[config.mk]
export PLATFORM = sky130hd
export DESIGN_NAME = i2c_register_transaction_master
export DESIGN_NICKNAME = d
export VERILOG_FILES = /design/src/rtl/core/i2c_trm_pkg.sv /design/src/rtl/core/i2c_trm_engine.sv /design/src/rtl/core/i2c_register_transaction_master.sv
export SDC_FILE = /design/constraint.sdc
export NUM_CORES = 1
export LEC_CHECK = 0
export ABC_CLOCK_PERIOD_IN_PS = 6100
export BUFFER_PORTS_ARGS = -buffer_cell sky130_fd_sc_hd__buf_2
export CAP_MARGIN = 20
export CORE_MARGIN = 4
export CORE_UTILIZATION = 30
export CTS_CLUSTER_DIAMETER = 40
export DETAILED_ROUTE_END_ITERATION = 16
export GPL_TIMING_DRIVEN = 0
export PLACE_DENSITY = 0.53
export SYNTH_ARGS = -nofsm -noshare
export SYNTH_HDL_FRONTEND = slang
export SYNTH_SLANG_ARGS = --single-unit
[constraint.sdc]
create_clock -name aclk -period 6.1 [get_ports aclk]
set_input_delay 0.61 -clock aclk [delete_from_list [all_inputs] [get_ports aclk]]
set_output_delay 0.61 -clock aclk [all_outputs]
set_load 0.02 [all_outputs]
[src/rtl/core/i2c_trm_pkg.sv]
// shared types, constants and sequencer state codes for the i2c register transaction master
// no dependencies; imported by every module of the block
`timescale 1ns / 1ps

package i2c_trm_pkg;

    localparam int PHASE_W = 16;
    localparam int COUNT_W = 5;

    // command codes carried in the mode field
    localparam logic [1:0] MODE_TICK  = 2'd0;
    localparam logic [1:0] MODE_WRITE = 2'd1;
    localparam logic [1:0] MODE_READ  = 2'd2;

    // r/w bit appended to the device address
    localparam logic RW_WRITE = 1'b0;
    localparam logic RW_READ  = 1'b1;

    // pin phase index within one bit or bus condition
    localparam logic [1:0] PH_FIRST  = 2'd0;
    localparam logic [1:0] PH_MIDDLE = 2'd1;
    localparam logic [1:0] PH_LAST   = 2'd2;

    typedef enum logic [15:0] {
        ST_IDLE    = 16'b0000_0000_0000_0001,
        ST_START1  = 16'b0000_0000_0000_0010,
        ST_ADDRW   = 16'b0000_0000_0000_0100,
        ST_ACK1    = 16'b0000_0000_0000_1000,
        ST_SUB     = 16'b0000_0000_0001_0000,
        ST_ACK2    = 16'b0000_0000_0010_0000,
        ST_DATA    = 16'b0000_0000_0100_0000,
        ST_ACK3    = 16'b0000_0000_1000_0000,
        ST_STOPW   = 16'b0000_0001_0000_0000,
        ST_STOPMID = 16'b0000_0010_0000_0000,
        ST_START2  = 16'b0000_0100_0000_0000,
        ST_ADDRR   = 16'b0000_1000_0000_0000,
        ST_ACK4    = 16'b0001_0000_0000_0000,
        ST_RECV    = 16'b0010_0000_0000_0000,
        ST_MACK    = 16'b0100_0000_0000_0000,
        ST_STOPR   = 16'b1000_0000_0000_0000
    } seq_state_t;

    typedef struct packed {
        logic [1:0]         mode;
        logic [6:0]         device_addr;
        logic [7:0]         sub_addr;
        logic [7:0]         write_data;
        logic [COUNT_W-1:0] read_count;
        logic               sda_in;
    } trm_in_t;

    typedef struct packed {
        logic       scl_out;
        logic       sda_out;
        logic [7:0] read_byte;
        logic       read_valid;
        logic       nack_seen;
        logic       busy_res;
        logic       done_res;
        logic       cmd_rejected;
    } trm_out_t;

    // step control from the top level to the engine
    typedef struct packed {
        logic               step;
        logic [PHASE_W-1:0] phase_ticks;
    } trm_ctrl_t;

    function automatic logic is_send_step(seq_state_t s);
        return (s == ST_ADDRW) || (s == ST_SUB) || (s == ST_DATA) || (s == ST_ADDRR);
    endfunction

    function automatic logic is_recv_step(seq_state_t s);
        return (s == ST_ACK1) || (s == ST_ACK2) || (s == ST_ACK3) || (s == ST_ACK4)
            || (s == ST_RECV);
    endfunction

    function automatic logic is_start_step(seq_state_t s);
        return (s == ST_START1) || (s == ST_START2);
    endfunction

    function automatic logic is_stop_step(seq_state_t s);
        return (s == ST_STOPW) || (s == ST_STOPMID) || (s == ST_STOPR);
    endfunction

endpackage

[src/rtl/core/i2c_trm_engine.sv]
// per-tick sequencer: transaction state registers and the one-pass next-state logic
// depends on i2c_trm_pkg
`timescale 1ns / 1ps

module i2c_trm_engine #(
    parameter int MAX_READ_BYTES = 16
) (
    input  logic                  aclk,
    input  logic                  aresetn,
    input  i2c_trm_pkg::trm_ctrl_t ctrl,
    input  i2c_trm_pkg::trm_in_t   item,
    output i2c_trm_pkg::trm_out_t  result
);
    import i2c_trm_pkg::*;

    seq_state_t         step_reg,  step_next;
    logic [PHASE_W-1:0] pcnt_reg,  pcnt_next;
    logic [1:0]         pidx_reg,  pidx_next;
    logic [3:0]         bitc_reg,  bitc_next;
    logic [COUNT_W-1:0] bytec_reg, bytec_next;
    logic [7:0]         shift_reg, shift_next;
    logic [6:0]         addr_reg,  addr_next;
    logic [7:0]         sub_reg,   sub_next;
    logic [7:0]         data_reg,  data_next;
    logic [COUNT_W-1:0] count_reg, count_next;
    logic               rd_reg,    rd_next;
    logic               nack_reg,  nack_next;

    always_comb begin
        logic [PHASE_W-1:0] pt;
        logic [PHASE_W:0]   pcnt_inc;
        logic               bit_val;
        logic [COUNT_W:0]   byte_inc;

        step_next  = step_reg;
        pcnt_next  = pcnt_reg;
        pidx_next  = pidx_reg;
        bitc_next  = bitc_reg;
        bytec_next = bytec_reg;
        shift_next = shift_reg;
        addr_next  = addr_reg;
        sub_next   = sub_reg;
        data_next  = data_reg;
        count_next = count_reg;
        rd_next    = rd_reg;
        nack_next  = nack_reg;
        result     = '0;
        pcnt_inc   = '0;
        bit_val    = 1'b1;
        byte_inc   = '0;

        pt = (ctrl.phase_ticks == '0) ? PHASE_W'(1) : ctrl.phase_ticks;

        // command handling
        if ((item.mode == MODE_WRITE) || (item.mode == MODE_READ)) begin
            if (step_reg != ST_IDLE) begin
                result.cmd_rejected = 1'b1;
            end else begin
                addr_next = item.device_addr;
                sub_next  = item.sub_addr;
                data_next = item.write_data;
                if (32'(item.read_count) > MAX_READ_BYTES) begin
                    count_next = COUNT_W'(MAX_READ_BYTES);
                end else begin
                    count_next = item.read_count;
                end
                rd_next    = (item.mode == MODE_READ);
                nack_next  = 1'b0;
                pcnt_next  = '0;
                pidx_next  = PH_FIRST;
                bitc_next  = '0;
                bytec_next = '0;
                shift_next = '0;
                step_next  = ST_START1;
            end
        end

        if (step_next == ST_IDLE) begin
            result.scl_out = 1'b1;
            result.sda_out = 1'b1;
        end else begin
            // pin levels of the current phase
            if (is_start_step(step_next)) begin
                result.scl_out = (pidx_next != PH_LAST);
                result.sda_out = (pidx_next == PH_FIRST);
            end else if (is_stop_step(step_next)) begin
                result.scl_out = (pidx_next != PH_FIRST);
                result.sda_out = (pidx_next == PH_LAST);
            end else begin
                bit_val = 1'b1;
                if (is_send_step(step_next)) begin
                    bit_val = shift_next[7];
                end else if (step_next == ST_MACK) begin
                    bit_val = ({1'b0, bytec_next} + (COUNT_W+1)'(1)) >= {1'b0, count_next};
                end
                result.scl_out = (pidx_next == PH_MIDDLE);
                result.sda_out = bit_val;
            end

            pcnt_inc = {1'b0, pcnt_next} + (PHASE_W+1)'(1);
            pcnt_next = pcnt_inc[PHASE_W-1:0];
            if (pcnt_inc >= {1'b0, pt}) begin
                pcnt_next = '0;
                // sample at the end of scl high
                if ((pidx_next == PH_MIDDLE) && is_recv_step(step_next)) begin
                    if (step_next == ST_RECV) begin
                        shift_next = {shift_next[6:0], item.sda_in};
                        if (bitc_next == 4'd7) begin
                            result.read_valid = 1'b1;
                            result.read_byte  = shift_next;
                        end
                    end else if (item.sda_in) begin
                        nack_next = 1'b1;
                    end
                end

                if (pidx_next == PH_LAST) begin
                    pidx_next = PH_FIRST;
                    unique case (step_next)
                        ST_START1: begin
                            shift_next = {addr_next, RW_WRITE};
                            bitc_next  = '0;
                            step_next  = ST_ADDRW;
                        end
                        ST_ADDRW, ST_SUB, ST_DATA, ST_ADDRR: begin
                            shift_next = {shift_next[6:0], 1'b0};
                            if (bitc_next == 4'd7) begin
                                bitc_next = '0;
                                unique case (step_next)
                                    ST_ADDRW: step_next = ST_ACK1;
                                    ST_SUB:   step_next = ST_ACK2;
                                    ST_DATA:  step_next = ST_ACK3;
                                    default:  step_next = ST_ACK4;
                                endcase
                            end else begin
                                bitc_next = bitc_next + 4'd1;
                            end
                        end
                        ST_ACK1: begin
                            shift_next = sub_next;
                            bitc_next  = '0;
                            step_next  = ST_SUB;
                        end
                        ST_ACK2: begin
                            if (rd_next) begin
                                step_next = ST_STOPMID;
                            end else begin
                                shift_next = data_next;
                                bitc_next  = '0;
                                step_next  = ST_DATA;
                            end
                        end
                        ST_ACK3:    step_next = ST_STOPW;
                        ST_STOPMID: step_next = ST_START2;
                        ST_START2: begin
                            shift_next = {addr_next, RW_READ};
                            bitc_next  = '0;
                            step_next  = ST_ADDRR;
                        end
                        ST_ACK4: begin
                            bytec_next = '0;
                            bitc_next  = '0;
                            shift_next = '0;
                            step_next  = (count_next == '0) ? ST_MACK : ST_RECV;
                        end
                        ST_RECV: begin
                            if (bitc_next == 4'd7) begin
                                bitc_next = '0;
                                step_next = ST_MACK;
                            end else begin
                                bitc_next = bitc_next + 4'd1;
                            end
                        end
                        ST_MACK: begin
                            byte_inc   = {1'b0, bytec_next} + (COUNT_W+1)'(1);
                            bytec_next = byte_inc[COUNT_W-1:0];
                            if (bytec_next >= count_next) begin
                                step_next = ST_STOPR;
                            end else begin
                                bitc_next  = '0;
                                shift_next = '0;
                                step_next  = ST_RECV;
                            end
                        end
                        ST_STOPW, ST_STOPR: begin
                            step_next       = ST_IDLE;
                            result.done_res = 1'b1;
                        end
                        default: step_next = ST_IDLE;
                    endcase
                end else begin
                    pidx_next = pidx_next + 2'd1;
                end
            end
        end

        result.nack_seen = nack_next;
        result.busy_res  = (step_next != ST_IDLE);
    end

    always_ff @(posedge aclk) begin
        if (!aresetn) begin
            step_reg  <= ST_IDLE;
            pcnt_reg  <= '0;
            pidx_reg  <= PH_FIRST;
            bitc_reg  <= '0;
            bytec_reg <= '0;
            shift_reg <= '0;
            addr_reg  <= '0;
            sub_reg   <= '0;
            data_reg  <= '0;
            count_reg <= '0;
            rd_reg    <= 1'b0;
            nack_reg  <= 1'b0;
        end else if (ctrl.step) begin
            step_reg  <= step_next;
            pcnt_reg  <= pcnt_next;
            pidx_reg  <= pidx_next;
            bitc_reg  <= bitc_next;
            bytec_reg <= bytec_next;
            shift_reg <= shift_next;
            addr_reg  <= addr_next;
            sub_reg   <= sub_next;
            data_reg  <= data_next;
            count_reg <= count_next;
            rd_reg    <= rd_next;
            nack_reg  <= nack_next;
        end
    end

endmodule

[src/rtl/core/i2c_register_transaction_master.sv]
// top level: input register, config register, sequencer engine and result register
// depends on i2c_trm_pkg and i2c_trm_engine
`timescale 1ns / 1ps

//  channel  | ports                        | carries
//  ---------+------------------------------+----------------------------------------
//  input    | s_valid s_ready s_data       | one tick or command per transfer
//  result   | m_valid m_ready m_data       | pin levels and status, one per input
//  config   | cfg_we cfg_wdata             | phase_ticks, written without wait
//
// one transfer per cycle while m_ready keeps the result side moving; a result reaches m_data through
// the input register, then the single-pass sequencer update into the result register
// aresetn is synchronous, active low; it empties both registers and idles the bus
// a stalled result holds the result register; the input register keeps one more transfer
// and then s_ready drops until the result is taken

module i2c_register_transaction_master #(
    parameter int MAX_READ_BYTES = 16
) (
    input  logic                  aclk,
    input  logic                  aresetn,
    input  logic                  s_valid,
    output logic                  s_ready,
    input  i2c_trm_pkg::trm_in_t  s_data,
    output logic                  m_valid,
    input  logic                  m_ready,
    output i2c_trm_pkg::trm_out_t m_data,
    input  logic                  cfg_we,
    input  logic [15:0]           cfg_wdata
);
    import i2c_trm_pkg::*;

    // input stage
    logic    in_valid_reg, in_valid_next;
    trm_in_t in_data_reg;

    // result stage
    logic     out_valid_reg, out_valid_next;
    trm_out_t out_data_reg;

    // configuration
    logic [PHASE_W-1:0] phase_ticks_reg;

    trm_ctrl_t ctrl;
    trm_out_t  eng_result;
    logic      advance;
    logic      s_take;

    // a held item moves on when the result register is free or being drained
    assign advance = in_valid_reg && (!out_valid_reg || m_ready);
    assign s_ready = !in_valid_reg || advance;
    assign s_take  = s_valid && s_ready;

    assign in_valid_next  = s_take || (in_valid_reg && !advance);
    assign out_valid_next = advance || (out_valid_reg && !m_ready);

    assign ctrl.step        = advance;
    assign ctrl.phase_ticks = phase_ticks_reg;

    i2c_trm_engine #(
        .MAX_READ_BYTES(MAX_READ_BYTES)
    ) u_engine (
        .aclk   (aclk),
        .aresetn(aresetn),
        .ctrl   (ctrl),
        .item   (in_data_reg),
        .result (eng_result)
    );

    always_ff @(posedge aclk) begin
        if (!aresetn) begin
            in_valid_reg    <= 1'b0;
            out_valid_reg   <= 1'b0;
            phase_ticks_reg <= PHASE_W'(1);
        end else begin
            in_valid_reg  <= in_valid_next;
            out_valid_reg <= out_valid_next;
            if (cfg_we) begin
                phase_ticks_reg <= cfg_wdata;
            end
        end
    end

    // payload registers, no reset needed
    always_ff @(posedge aclk) begin
        if (s_take) begin
            in_data_reg <= s_data;
        end
        if (advance) begin
            out_data_reg <= eng_result;
        end
    end

    assign m_valid = out_valid_reg;
    assign m_data  = out_data_reg;

endmodule

==> run summary <==
total wire length: 22.7 mm
Layout Nets: 1042
synthesized net count: 957
first-pass GRT wire length: 35.7 mm
Critical Path Start: in_data_reg[30]
RR Startpoint: in_data_reg[30]
Max-Slew Margin vs Limit: 44.7%
pwr dens: 270 nW/µm²
multi-input logic area: 4020 µm²
Async SR Flop Fraction: 0%
Total Routing Usage GR: 16.0%
later-pin clock latency in the skew report: 0.44 ns
Ports: 69
CTS max path bufs: 2
VDD IR max: 0.170 mV
Synth area leaders: dfxtp_1 26%, edfxtp_1 18%, nand2_1 6.1%
Distinct cells, synth: 76
Tightest Pin Transition: 0.826 ns
unrepaired setup endpoints after global routing: no
Yosys top cell by area: dfxtp_1
Post-CTS Hold Buffers: 0
vias in the first global route: 6357
period utilization: 93.6%
Seq. cell area: 3360 µm²
count of placed standard cells including taps: 1278
antenna violations before repair: 0
DP HPWL: 16.9 mm
largest net degree at the start of global routing: 29
H-tree levels: 4
core area: 25300 µm²
share of layout cells above drive strength 1: 15.2%
max reg flops: 31
Port-buffer cells: 66
Synth warnings: 0
# clock sinks: 145
final number of setup-violating endpoints: 0
die width: 168 µm
Area Growth Syn to Fin: 18.7%
via count: 6793
leakage: 0.00340 µW
Rows: 58
FILL cells: 2662
total of max-cap violations: 0
Mean Syn Cell Area: 8.75 µm²
HP Class: input pin to flop
WS Path Type: flop to flop
worst hold start: s_data[10]
total grt overflow: 0
post-synth top area share: 25.7%
Layout Cells excl Fill: 1308
final worst slack: 0.393 ns
routability cong.: 0.910
initial core utilization: 30.5%
Post-Syn Area: 7700 µm²
Req. time, crit path: 6.23 ns
number of synthesized flops with an enable pin: 46
fmax: 0.175 GHz
Final Max Slew Viols: 0
DR vias/cell: 5.19
Crit. End Element: flop
Primary FF master, synth: dfxtp_1
Pre-antenna DRT Iters: 6
Starting DRT DRC Count: 576
WP data arrival: 5.83 ns
Crit Path Max Fanout: 28
Post-route DRC: 0
Die Ht: 168 µm
Syn Inst Count: 880
sequential fraction of the synthesis area: 43.7%
DR WL/cell: 17.3 µm
reg2reg path depth: 22
ANT nets after route: 0
WHS Path Cells: 1
Reg clk slew, reported paths: 0.08 ns
Fin Hold WS: 0.337 ns
CTS tree: built
outcome: finished, final reports clean
Setup WS pre-CTS: -1.05 ns
die footprint: 28300 µm²
clock root buffer: clkbuf_16
Final Skew: 0.0126 ns
Final Hold Fails: 0
antenna cell count: 0
Num CTS Buffers: 17
Final min period: 5.71 ns
Worst setup SP type: flop
synthesis-stage register bit count: 145
-- stage by stage --
step / utilization (%) / total power, µW / cell area [µm²] / TNS, ns
after global routing: 36.2 / 2570 / 9140 / 0
after floorplan: - / 1280 / 7700 / 0
after global placement: 33.4 / 1400 / 8440 / -38.89
after detailed placement: 33.6 / 1400 / 8490 / -37.07
final: 36.2 / 2470 / 9140 / 0
after CTS: 36.1 / 2490 / 9120 / 0
-- Yosys cell counts, types with 4 or more instances --
cell,instances
ha_1,25
nand2b_1,4
or3_1,10
nor2b_1,7
a21oi_1,81
mux2i_1,37
nor3_1,20
o21ai_0,34
nor4_1,12
nand2_1,125
nor3b_1,4
buf_2,15
a21o_1,6
o22ai_1,9
inv_1,30
nand3b_1,7
and2_1,16
edfxtp_1,46
clkbuf_1,25
and3_1,7
a211oi_1,10
nor2_1,88
nand4_1,9
a22oi_1,8
dfxtp_1,99
xnor2_1,9
xor2_1,9
and4_1,4
nand3_1,45
-- kinds of logic after synthesis --
kind of cell               share of synthesized area, %
DFF                                                43.7
AOI/OAI and AO/OA                                  16.3
xor gates and xnor gates                           2.05
buffers and inverters                              4.19
adders and majority gates                          4.06
and+or+nand+nor                                    24.9
muxes                                              4.81
-- critical path, cell delays in order, from the launching register on --
cell      delay, ns
edfxtp_1       0.38
ha_2           0.46
nor3b_1        0.11
nand2_2        0.13
clkbuf_4       0.28
buf_8          0.27
and2_1         0.21
ha_1           0.22
nand2_1        0.07
nor2_1         0.22
nand2_1        0.17
or3_1          0.37
a21oi_1        0.22
ha_1           0.28
a21o_1         0.16
a21o_1         0.18
a211oi_1       0.26
o211ai_1       0.25
o21ai_4        0.33
clkbuf_4       0.28
o21ai_0        0.10
a22oi_1        0.22
nand4_1        0.22
-- worst paths after layout --
path                           to  slack [ns]
max                     m_data[2]        0.39
min               in_data_reg[10]        0.34
max reg2reg             m_data[2]        0.39
min reg2reg  u_engine.data_reg[3]        0.45
-- power by group --
group	total, µW	switching, µW	internal, µW
Combinational	326	218	108
Sequential	1060	22.2	1030
Clock	1090	519	566
Total	2470	759	1710
-- layer usage --
layer / part of all wire, % / GRT usage, %
met1: 47 / 22.8
met5: 0 / 0
met3: 6.7 / 3.26
met4: 1.7 / 5.12
met2: 45 / 24.4
-- layout by cell type (no fill, tap or decap), types with 4 or more instances in the layout --
cell type	instances
nand2_1	125
mux2i_1	37
a21o_1	6
nand4_1	9
nor2_1	88
or3_1	10
o21ai_0	34
and2_1	16
o22ai_1	9
and3_1	7
nor3_1	19
nand2b_1	4
nor4_1	12
ha_1	24
a22oi_1	8
clkinv_8	8
clkbuf_1	23
xor2_1	9
nor3b_1	4
edfxtp_1	46
nor2b_1	7
and4_1	4
inv_1	30
nand3_1	45
buf_2	78
dfxtp_1	99
a211oi_1	10
nand3b_1	7
clkbuf_16	17
a21oi_1	81
xnor2_1	9
-- what timing repair did --
| item | 4_1_cts | 5_1_grt |
|---|---|---|
| setup endpoints to repair | 64 | 23 |
| gates resized for setup | 2 | 5 |
| pin swaps | 0 | 1 |
| buffers inserted | 0 | 0 |
-- area by class of cell --
| cell class | instances | area share (%) |
|---|---|---|
| Buffer | 43 | 2.34 |
| Clock buffer | 17 | 4.65 |
| Clock inverter | 15 | 2.31 |
| Inverter | 31 | 1.27 |
| Multi-Input combinational cell | 659 | 44.0 |
| Sequential cell | 145 | 36.8 |
| Tap cell | 330 | 4.52 |
| Timing Repair Buffer | 68 | 4.08 |
Power figures use the tool's default switching activity.
